### src/sv/dqp_pkg.sv
// Shared types, character codes and helpers for the dotted-quad and netmask parser.
`default_nettype none
package dqp_pkg;

  // Character codes the parser reacts to.
  localparam logic [7:0] CH_NUL   = 8'h00;
  localparam logic [7:0] CH_SLASH = 8'h2f;
  localparam logic [7:0] CH_DOT   = 8'h2e;
  localparam logic [7:0] CH_PLUS  = 8'h2b;
  localparam logic [7:0] CH_MINUS = 8'h2d;
  localparam logic [7:0] CH_SPACE = 8'h20;
  localparam logic [7:0] CH_TAB   = 8'h09;
  localparam logic [7:0] CH_CR    = 8'h0d;
  localparam logic [7:0] CH_ZERO  = 8'h30;
  localparam logic [7:0] CH_NINE  = 8'h39;

  // The CIDR length saturates here, one past the longest legal prefix.
  localparam logic [5:0] CIDR_SAT = 6'd33;
  localparam logic [5:0] CIDR_MAX = 6'd32;
  localparam logic [31:0] ALL_ONES = 32'hffff_ffff;

  // Where the number reader stands within one field.
  typedef enum logic [1:0] {
    PH_SKIPWS = 2'd0,
    PH_DIGITS = 2'd1,
    PH_DONE   = 2'd2
  } phase_t;

  // Complete parser state carried from one character to the next.
  typedef struct packed {
    logic [3:0][7:0] octet_store;
    logic [7:0]      octet_accum;
    phase_t          field_phase;
    logic            negative_seen;
    logic [1:0]      dot_count;
    logic            dots_done;
    logic            string_ended;
    logic            at_first_char;
    logic            mode_latched;
    logic            cidr_mode;
    logic [5:0]      prefix_count;
  } parse_st_t;

  function automatic parse_st_t reset_state();
    parse_st_t s;
    s               = '0;
    s.field_phase   = PH_SKIPWS;
    s.at_first_char = 1'b1;
    return s;
  endfunction

  // Space and the control characters TAB through CR count as whitespace.
  function automatic logic is_ws(input logic [7:0] c);
    return (c == CH_SPACE) || ((c >= CH_TAB) && (c <= CH_CR));
  endfunction

  // Value of the current octet field, with a minus sign taken modulo 256.
  function automatic logic [7:0] field_value(input parse_st_t s);
    return s.negative_seen ? (8'd0 - s.octet_accum) : s.octet_accum;
  endfunction

endpackage
`default_nettype wire

### src/sv/dqp_parse_core.sv
// Per-character state update of the parser and its state register.
`default_nettype none
module dqp_parse_core (
  input  wire logic              clk,
  input  wire logic              rst_n,
  input  wire logic              step,
  input  wire logic [7:0]        ch,
  input  wire logic              last,
  input  wire logic              func,
  output dqp_pkg::parse_st_t     st_upd
);

  dqp_pkg::parse_st_t st_r;
  dqp_pkg::parse_st_t st_nxt;

  logic       first;
  logic       mode;
  logic       digit;
  logic [3:0] dval;
  logic [8:0] prefix_sum;
  logic [7:0] accum_sum;

  assign first      = st_r.at_first_char;
  assign mode       = first ? func : st_r.mode_latched;
  assign digit      = (ch >= dqp_pkg::CH_ZERO) && (ch <= dqp_pkg::CH_NINE);
  assign dval       = 4'(ch - dqp_pkg::CH_ZERO);
  assign prefix_sum = 9'(st_r.prefix_count) * 9'd10 + 9'(dval);
  assign accum_sum  = 8'(st_r.octet_accum * 8'd10) + 8'(dval);

  always_comb begin
    logic take;
    take   = 1'b0;
    st_upd = st_r;
    st_upd.mode_latched  = mode;
    st_upd.at_first_char = 1'b0;
    if (!st_r.string_ended) begin
      if (ch == dqp_pkg::CH_NUL) begin
        st_upd.string_ended = 1'b1;
      end else if (first && mode && (ch == dqp_pkg::CH_SLASH)) begin
        st_upd.cidr_mode = 1'b1;
      end else if (!st_r.cidr_mode && (ch == dqp_pkg::CH_DOT) && !st_r.dots_done) begin
        st_upd.octet_store[st_r.dot_count] = dqp_pkg::field_value(st_r);
        st_upd.octet_accum   = '0;
        st_upd.negative_seen = 1'b0;
        st_upd.field_phase   = dqp_pkg::PH_SKIPWS;
        st_upd.dot_count     = st_r.dot_count + 2'd1;
        if (st_r.dot_count == 2'd2) begin
          st_upd.dots_done = 1'b1;
        end
      end else begin
        unique case (st_r.field_phase)
          dqp_pkg::PH_SKIPWS: begin
            if (dqp_pkg::is_ws(ch)) begin
              st_upd.field_phase = dqp_pkg::PH_SKIPWS;
            end else if ((ch == dqp_pkg::CH_PLUS) || (ch == dqp_pkg::CH_MINUS)) begin
              st_upd.negative_seen = (ch == dqp_pkg::CH_MINUS);
              st_upd.field_phase   = dqp_pkg::PH_DIGITS;
            end else if (digit) begin
              take               = 1'b1;
              st_upd.field_phase = dqp_pkg::PH_DIGITS;
            end else begin
              st_upd.field_phase = dqp_pkg::PH_DONE;
            end
          end
          dqp_pkg::PH_DIGITS: begin
            if (digit) begin
              take = 1'b1;
            end else begin
              st_upd.field_phase = dqp_pkg::PH_DONE;
            end
          end
          default: begin
          end
        endcase
        if (take) begin
          if (st_r.cidr_mode) begin
            st_upd.prefix_count = (prefix_sum > 9'(dqp_pkg::CIDR_SAT)) ?
                                  dqp_pkg::CIDR_SAT : prefix_sum[5:0];
          end else begin
            st_upd.octet_accum = accum_sum;
          end
        end
      end
    end
  end

  // The string's last character returns everything to the reset state.
  always_comb begin
    st_nxt = st_r;
    if (step) begin
      st_nxt = last ? dqp_pkg::reset_state() : st_upd;
    end
  end

  always_ff @(posedge clk) begin
    if (!rst_n) begin
      st_r <= dqp_pkg::reset_state();
    end else begin
      st_r <= st_nxt;
    end
  end

endmodule
`default_nettype wire

### src/sv/dqp_result.sv
// Builds the 32-bit address or mask from the parser state after the last character.
`default_nettype none
module dqp_result (
  input  wire dqp_pkg::parse_st_t st,
  output logic [31:0]             value
);

  logic [5:0]  shamt;
  logic [31:0] quad;

  assign shamt = dqp_pkg::CIDR_MAX - st.prefix_count;
  assign quad  = st.dots_done ?
                 {st.octet_store[0], st.octet_store[1], st.octet_store[2],
                  dqp_pkg::field_value(st)} : 32'd0;

  always_comb begin
    if (st.cidr_mode) begin
      if (st.negative_seen || (st.prefix_count == 6'd0) ||
          (st.prefix_count > dqp_pkg::CIDR_MAX)) begin
        value = 32'd0;
      end else begin
        value = dqp_pkg::ALL_ONES << shamt;
      end
    end else if (st.mode_latched && !quad[31]) begin
      value = ~quad;
    end else begin
      value = quad;
    end
  end

endmodule
`default_nettype wire

### src/sv/dotted_quad_and_netmask_parser.sv
// Top level of the dotted-quad and CIDR netmask parser.
`default_nettype none
//
//  Channel  | Ports                                 | Word
//  ---------+---------------------------------------+-----------------------------------
//  input    | in_valid, in_stall, in_ch, in_last,   | one character of the string,
//           | in_func                               | mode taken from the first one
//  result   | out_valid, out_stall, out_value       | 32-bit address or mask, one per
//           |                                       | string, after its last character
//
// Each character is captured in an input register; the state update and the
// final value are formed from that register in one pass of logic, and for a
// string's last character the result is loaded into the output register,
// from which it is taken once the receiver does not stall.
// A new character is taken every cycle; only a last character that meets a
// full, stalled output register waits. Reset (synchronous, rst_n low) clears
// both registers' valid flags and puts the parser at the start of a string.
module dotted_quad_and_netmask_parser (
  input  wire logic        clk,
  input  wire logic        rst_n,
  input  wire logic        in_valid,
  output logic             in_stall,
  input  wire logic [7:0]  in_ch,
  input  wire logic        in_last,
  input  wire logic        in_func,
  output logic             out_valid,
  input  wire logic        out_stall,
  output logic [31:0]      out_value
);

  // Input register.
  logic        s1_valid_r;
  logic        s1_valid_nxt;
  logic [7:0]  s1_ch_r;
  logic        s1_last_r;
  logic        s1_func_r;

  // Output register.
  logic        out_valid_r;
  logic        out_valid_nxt;
  logic [31:0] out_value_r;

  logic               out_free;
  logic               s1_go;
  logic               in_take;
  dqp_pkg::parse_st_t st_upd;
  logic [31:0]        res_value;

  // A character that ends a string needs room in the output register; any
  // other character moves on at once.
  assign out_free = !out_valid_r || !out_stall;
  assign s1_go    = s1_valid_r && (!s1_last_r || out_free);
  assign in_stall = s1_valid_r && !s1_go;
  assign in_take  = in_valid && !in_stall;

  dqp_parse_core u_core (
    .clk    (clk),
    .rst_n  (rst_n),
    .step   (s1_go),
    .ch     (s1_ch_r),
    .last   (s1_last_r),
    .func   (s1_func_r),
    .st_upd (st_upd)
  );

  dqp_result u_result (
    .st    (st_upd),
    .value (res_value)
  );

  always_comb begin
    s1_valid_nxt = s1_valid_r;
    if (in_take) begin
      s1_valid_nxt = 1'b1;
    end else if (s1_go) begin
      s1_valid_nxt = 1'b0;
    end
  end

  always_comb begin
    out_valid_nxt = out_valid_r;
    if (s1_go && s1_last_r) begin
      out_valid_nxt = 1'b1;
    end else if (!out_stall) begin
      out_valid_nxt = 1'b0;
    end
  end

  always_ff @(posedge clk) begin
    if (!rst_n) begin
      s1_valid_r  <= 1'b0;
      out_valid_r <= 1'b0;
    end else begin
      s1_valid_r  <= s1_valid_nxt;
      out_valid_r <= out_valid_nxt;
    end
  end

  // Payload registers load without reset.
  always_ff @(posedge clk) begin
    if (in_take) begin
      s1_ch_r   <= in_ch;
      s1_last_r <= in_last;
      s1_func_r <= in_func;
    end
    if (s1_go && s1_last_r) begin
      out_value_r <= res_value;
    end
  end

  assign out_valid = out_valid_r;
  assign out_value = out_value_r;

endmodule
`default_nettype wire

### config.mk
export PLATFORM = sky130hd
export DESIGN_NAME = dotted_quad_and_netmask_parser
export DESIGN_NICKNAME = d
export VERILOG_FILES = /design/src/sv/dqp_pkg.sv /design/src/sv/dqp_parse_core.sv /design/src/sv/dqp_result.sv /design/src/sv/dotted_quad_and_netmask_parser.sv
export SDC_FILE = /design/constraint.sdc
export NUM_CORES = 1
export LEC_CHECK = 0
export BUFFER_PORTS_ARGS = -buffer_cell sky130_fd_sc_hd__buf_2
export CORE_AREA = 2 2 123 125
export DETAILED_ROUTE_END_ITERATION = 16
export DIE_AREA = 0 0 125 127
export SYNTH_ARGS = -nofsm -noshare
export SYNTH_HDL_FRONTEND = slang
export SYNTH_SLANG_ARGS = --single-unit
### constraint.sdc
create_clock -name clk -period 9.8 [get_ports clk]
set_input_delay 2.94 -clock clk [delete_from_list [all_inputs] [get_ports clk]]
set_output_delay 2.94 -clock clk [all_outputs]
set_load 0.01 [all_outputs]
Yosys cells after proc, flatten, opt, wreduce, memory -nomap -nowiden
Index checks and enable logic that the tools add are counted.

storage, ports and cells
  logic and storage cells = 134
  output and inout port bits = 34
  input bits = 14
  register bits after elaboration = 100

cells by class
  $lt $le $gt $ge = 8
  reductions and logical operators = 34
  add/subtract/negate cells = 7
  eq/ne operators = 12
  multipliers = 2
  multiplexer cells = 49
  shift-type cells = 1
  bitwise operators = 1

operators by type and width
  kind                                                                                  number
  32-bit 2-to-1 mux                                                                     5
  46-bit 2-to-1 mux                                                                     2
  56-bit 2-to-1 mux                                                                     1
  47-bit 2-to-1 mux                                                                     1
  8-bit by 6-bit == test with 1-bit output (second input constant)                      5
  8-bit 2-to-1 mux                                                                      5
  32-bit bitwise mux                                                                    1
  32-bit NOT                                                                            1
  32-bit by 6-bit left shift with 32-bit output (first input constant)                  1
  6-bit 2-to-1 mux                                                                      5
  1-bit 2-to-1 mux                                                                      18
  8-bit demux with 2-bit select                                                         1
  1-bit by 8-bit subtractor with 8-bit output (first input constant)                    2
  7-bit 2-to-1 mux                                                                      2
  1-bit logical AND                                                                     12
  11-bit 2-to-1 mux                                                                     1
  9-bit by 4-bit adder with 9-bit output                                                1
  9-bit by 6-bit greater-than comparator with 1-bit output (second input constant)      1
  8-bit by 4-bit adder with 8-bit output                                                1
  8-bit by 4-bit greater-or-equal comparator with 1-bit output (second input constant)  1
  8-bit by 6-bit greater-or-equal comparator with 1-bit output (second input constant)  1
  8-bit by 4-bit <= comparator with 1-bit output (second input constant)                1
  8-bit by 6-bit <= comparator with 1-bit output (second input constant)                1
  1-bit zero test                                                                       8
  25 further kinds                                                                      36

Depth between registers and ports, before layout
  word-level depth = 22
  gate-level depth with buffers = 18
  gate-level depth less buffers = 17

Hierarchy
A second synthesis with hierarchy kept.

unflattened totals
  cell total of the unflattened synthesis = 756
  area total of the unflattened synthesis = 6568.8 um^2

by module, submodules not included
  module                          cells each  times used  area an instance (um^2)  seq. area each (um^2)
  dqp_parse_core                  512         1           3985.1                   1121.1
  dotted_quad_and_netmask_parser  53          1           1356.3                   1301.2
  dqp_result                      191         1           1227.4                   0.0

Least setup slack after synthesis
OpenSTA, ideal clock, no wires.

  kind = input to output
  from = input out_stall
  to = output in_stall
  data required time = 6.860 ns
  path buffers = 0
  path slack = 3.593 ns
  data arrival time = 3.267 ns
  stages = 2
  cells stage by stage = nand3_1 -> nor2_1

between the ends
  longest elaborated chain between the ends = 6

ends and longest elaborated chain
  element            RTL line                              text
  from (decl)        dotted_quad_and_netmask_parser.sv:27  input wire logic out_stall,
  1-bit zero test    n/a
  1-bit logical OR   dotted_quad_and_netmask_parser.sv:51  assign out_free = !out_valid_r || !out_stall;
  1-bit logical OR   dotted_quad_and_netmask_parser.sv:52  assign s1_go = s1_valid_r && (!s1_last_r || out_free);
  1-bit logical AND  dotted_quad_and_netmask_parser.sv:52
  1-bit zero test    dotted_quad_and_netmask_parser.sv:53  assign in_stall = s1_valid_r && !s1_go;
  1-bit logical AND  dotted_quad_and_netmask_parser.sv:53
  to (decl)          dotted_quad_and_netmask_parser.sv:22  output logic in_stall,

No other way between the ends.

Final worst setup path
Ends and elaborated chain as after synthesis.

==> impl_metrics.json <==
{
  "worst_slack_ps": 3360,
  "rows": 44,
  "grt_max_degree": 49,
  "fmax_ghz": 0.155,
  "drtPass1Iterations": 5,
  "async_flop_share_pct": 0,
  "seq_area_frac_synth_pct": 34.9,
  "finalCriticalPeriod_ps": 6440,
  "synth_top_area_share_pct": 19.5,
  "drive_gt1_share_pct": 13.3,
  "cts_root_buffer": "clkbuf_16",
  "grt_pass1_vias": 5024,
  "synth_adder_area_share_pct": 7.04,
  "syn_nets": 775,
  "end_kind": "primary output",
  "ctsHoldBuffers": 0,
  "dpl.hpwl_um": 11500,
  "vias": 5347,
  "initial_core_util_pct": 44.9,
  "grt_pass1_wl_um": 26300,
  "port-buffer-count": 47,
  "setup_violations": 0,
  "clock_latency_ps": 360,
  "start_kind": "input port",
  "synth-compound-area-share_pct": 21.9,
  "numCtsBuffers": 9,
  "htreeDepth": 3,
  "min_from": "out_valid",
  "worst_hold_path_type": "reg -> reg",
  "ys_types": 81,
  "clockBufferDepth": 2,
  "critPathMaxStageDelay_ps": 210,
  "core_area_mm2": 0.0144,
  "synth_warnings": 0,
  "skew_ps": 9.78,
  "path_clk_slew_ps": 60,
  "cp_cell_sequence": "buf_2 -> nand3_1 -> nor2_1 -> buf_2",
  "drtIter0Drc": 554,
  "overflow": 0,
  "fin_nets": 793,
  "synthesis.area_mm2": 0.00647,
  "cts_tree": "done",
  "path_class": "in -> out",
  "routed_via_density": 5.72,
  "path_max_fanout": 3,
  "n_antenna_cell": 0,
  "gp_congestion": 0.865,
  "synthMuxAreaShare_pct": 0.947,
  "synth_xor_area_share_pct": 8.10,
  "drv_cap": 0,
  "peakVddDrop_mv": 0.0762,
  "r2r_end": "out_value[16]",
  "clkSinkCount": 92,
  "hold_viol": 0,
  "p_leak_nw": 2.65,
  "rsz0062_at_grt": "false",
  "routed_wl_um": 15800,
  "slew_headroom_pct": 24.4,
  "synth-seq-cells": 92,
  "fin_crit_sh_pct": 65.8,
  "cts_setup_buffers": 0,
  "critical_path_required_ps": 6860,
  "power_mw": 0.813,
  "nFillCells": 1410,
  "multi_input_area_mm2": 0.00391,
  "synthSimpleGateAreaFrac_pct": 22.4,
  "antenna_found_initial": 0,
  "cts_resized": 0,
  "report.final.slew_viol_count": 0,
  "pre_cts_slack_ps": 3350,
  "synth.area.top_cells": "edfxtp_1 19%, dfxtp_1 15%, ha_1 5.8%",
  "grt_use_total_pct": 20.4,
  "status": "finished clean",
  "drt_drc_violations_left": 0,
  "fin_setup_tns_ps": 0,
  "synth_top_family_by_area": "simple AND/OR/NAND/NOR gates",
  "r2r_slack_ps": 4980,
  "synth_edf_count": 42,
  "critical_path.most_common_cell": "buf_2",
  "syn2layout_area_growth_pct": 8.48,
  "cp_slowest_cell": "nor2_1",
  "ant_nets": 0,
  "rr_worst_depth": 15,
  "die_x_um": 125,
  "p_per_area_mw_per_mm2": 116,
  "die-area_mm2": 0.0159,
  "whs_endpoint": "out_valid",
  "yosys_most_used_dff": "dfxtp_1",
  "regArea_mm2": 0.00226,
  "hold_depth": 2,
  "r2r_start": "u_core.st_r[3]",
  "worstMarginPinSlew_ps": 1130,
  "num_io_pins": 48,
  "syn_area_per_cell_um2": 8.90,
  "synth.largest_area_cell": "edfxtp_1",
  "arrival_ps": 3500,
  "wl_per_cell_um": 16.9,
  "synthCells": 727,
  "die_h_um": 127
}
[layout make-up]
class	instances	share of cell area [%]
multi-input cells	569	55.7
flip-flops and latches	92	32.2
repair buffers	52	3.88
clock buffers	11	3.31
well taps	184	3.28
inverters	21	1.12
clock inverters	5	0.499
[cells in the mapped netlist, drive strengths merged, types with 3 or more instances]
library cell and count:
o21a 4, nand2b 5, and3 3, o221ai 7
nor3 13, nor3b 5, clkbuf 29, a22oi 13
buf 16, a211oi 3, nand2 94, nand3 20
ha 30, xor2 39, and2 30, or2 5
o22ai 31, a31oi 4, mux2i 5, o21ai 35
dfxtp 50, a21boi 13, nor2 34, inv 21
a21oi 68, fa 4, and4b 3, xnor2 20
or3 3, nor4 7, nor2b 27, edfxtp 42
a21o 6
[registers in the layout, summed over array words and instances, names as in the netlist]
| register | count |
|---|---|
| u_core.st_r | 47 |
| s1_valid_r | 1 |
| s1_func_r | 1 |
| s1_last_r | 1 |
| s1_ch_r | 8 |
| out_valid | 1 |
| out_value | 32 |
| u_core.first | 1 |
[per-layer routing]
metal	GRT usage [%]	vias to the layer above	wire length (um)
met5	0	-	0
met4	7.25	0	340
met3	3.02	30	704
met2	31.7	169	7020
met1	29.0	2500	7750
li1	-	2648	-
[metrics by stage]
stage	utilization [%]	area [um^2]	cells	hold WS, ps
floorplan	-	6470	727	472
global placement	46.8	6760	918	487
detailed placement	46.8	6760	918	491
CTS	48.7	7020	934	499
global route	48.7	7020	934	538
finish	48.7	7020	934	491
[power by group]
group | switching (mW) | leakage [nW] | internal, mW
Combinational | 0.0412 | 1.72 | 0.0253
Clock | 0.154 | 0.130 | 0.173
Sequential | 0.00756 | 0.797 | 0.412
Total | 0.203 | 2.65 | 0.610
[worst max-delay path, delay by kind of cell]
family,cells,cell delay [ps]
buffers and inverters,2,260
AND/OR/NAND/NOR,2,320
[cell families (layout without fill, tap and decap cells)]
| family | after synthesis | after routing |
|---|---|---|
| buffers and inverters | 66 | 89 |
| AO/OA/AOI/OAI | 208 | 208 |
| flip-flops | 92 | 92 |
| AND/OR/NAND/NOR | 262 | 262 |
| adder cells (fa/ha/maj) | 34 | 34 |
| multiplexers | 6 | 6 |
| XOR/XNOR | 59 | 59 |
[cells in the final DEF, fill, tap and decap left out, types with 3 or more instances in the layout]
cell type,n
o21ai_0,29
o221ai_1,6
nand2_1,92
clkbuf_16,9
a21oi_1,68
a21o_1,6
xor2_1,39
and3_1,3
mux2i_1,5
nor4_1,7
nor3_1,9
inv_1,21
nor2_1,34
nor2b_1,27
dfxtp_1,50
a21boi_0,13
edfxtp_1,42
o21a_1,4
buf_2,47
buf_4,5
nor3_2,4
fa_1,4
nor3b_1,4
o21ai_1,4
o22ai_1,29
xnor2_1,19
or3_1,3
ha_1,30
nand2b_1,5
and4b_1,3
and2_1,30
nand3_1,19
a22oi_1,11
[worst max-delay path by stage]
stage	start	endpoint	slack, ps	depth (start not counted)
after floorplan	out_stall	in_stall	3590	2
after global placement	out_stall	in_stall	3400	4
after detailed placement	out_stall	in_stall	3350	4
after CTS	out_stall	in_stall	3350	4
after global routing	out_stall	in_stall	3310	4
final	out_stall	in_stall	3360	4
Note: power is estimated with default switching activity, not from simulation.
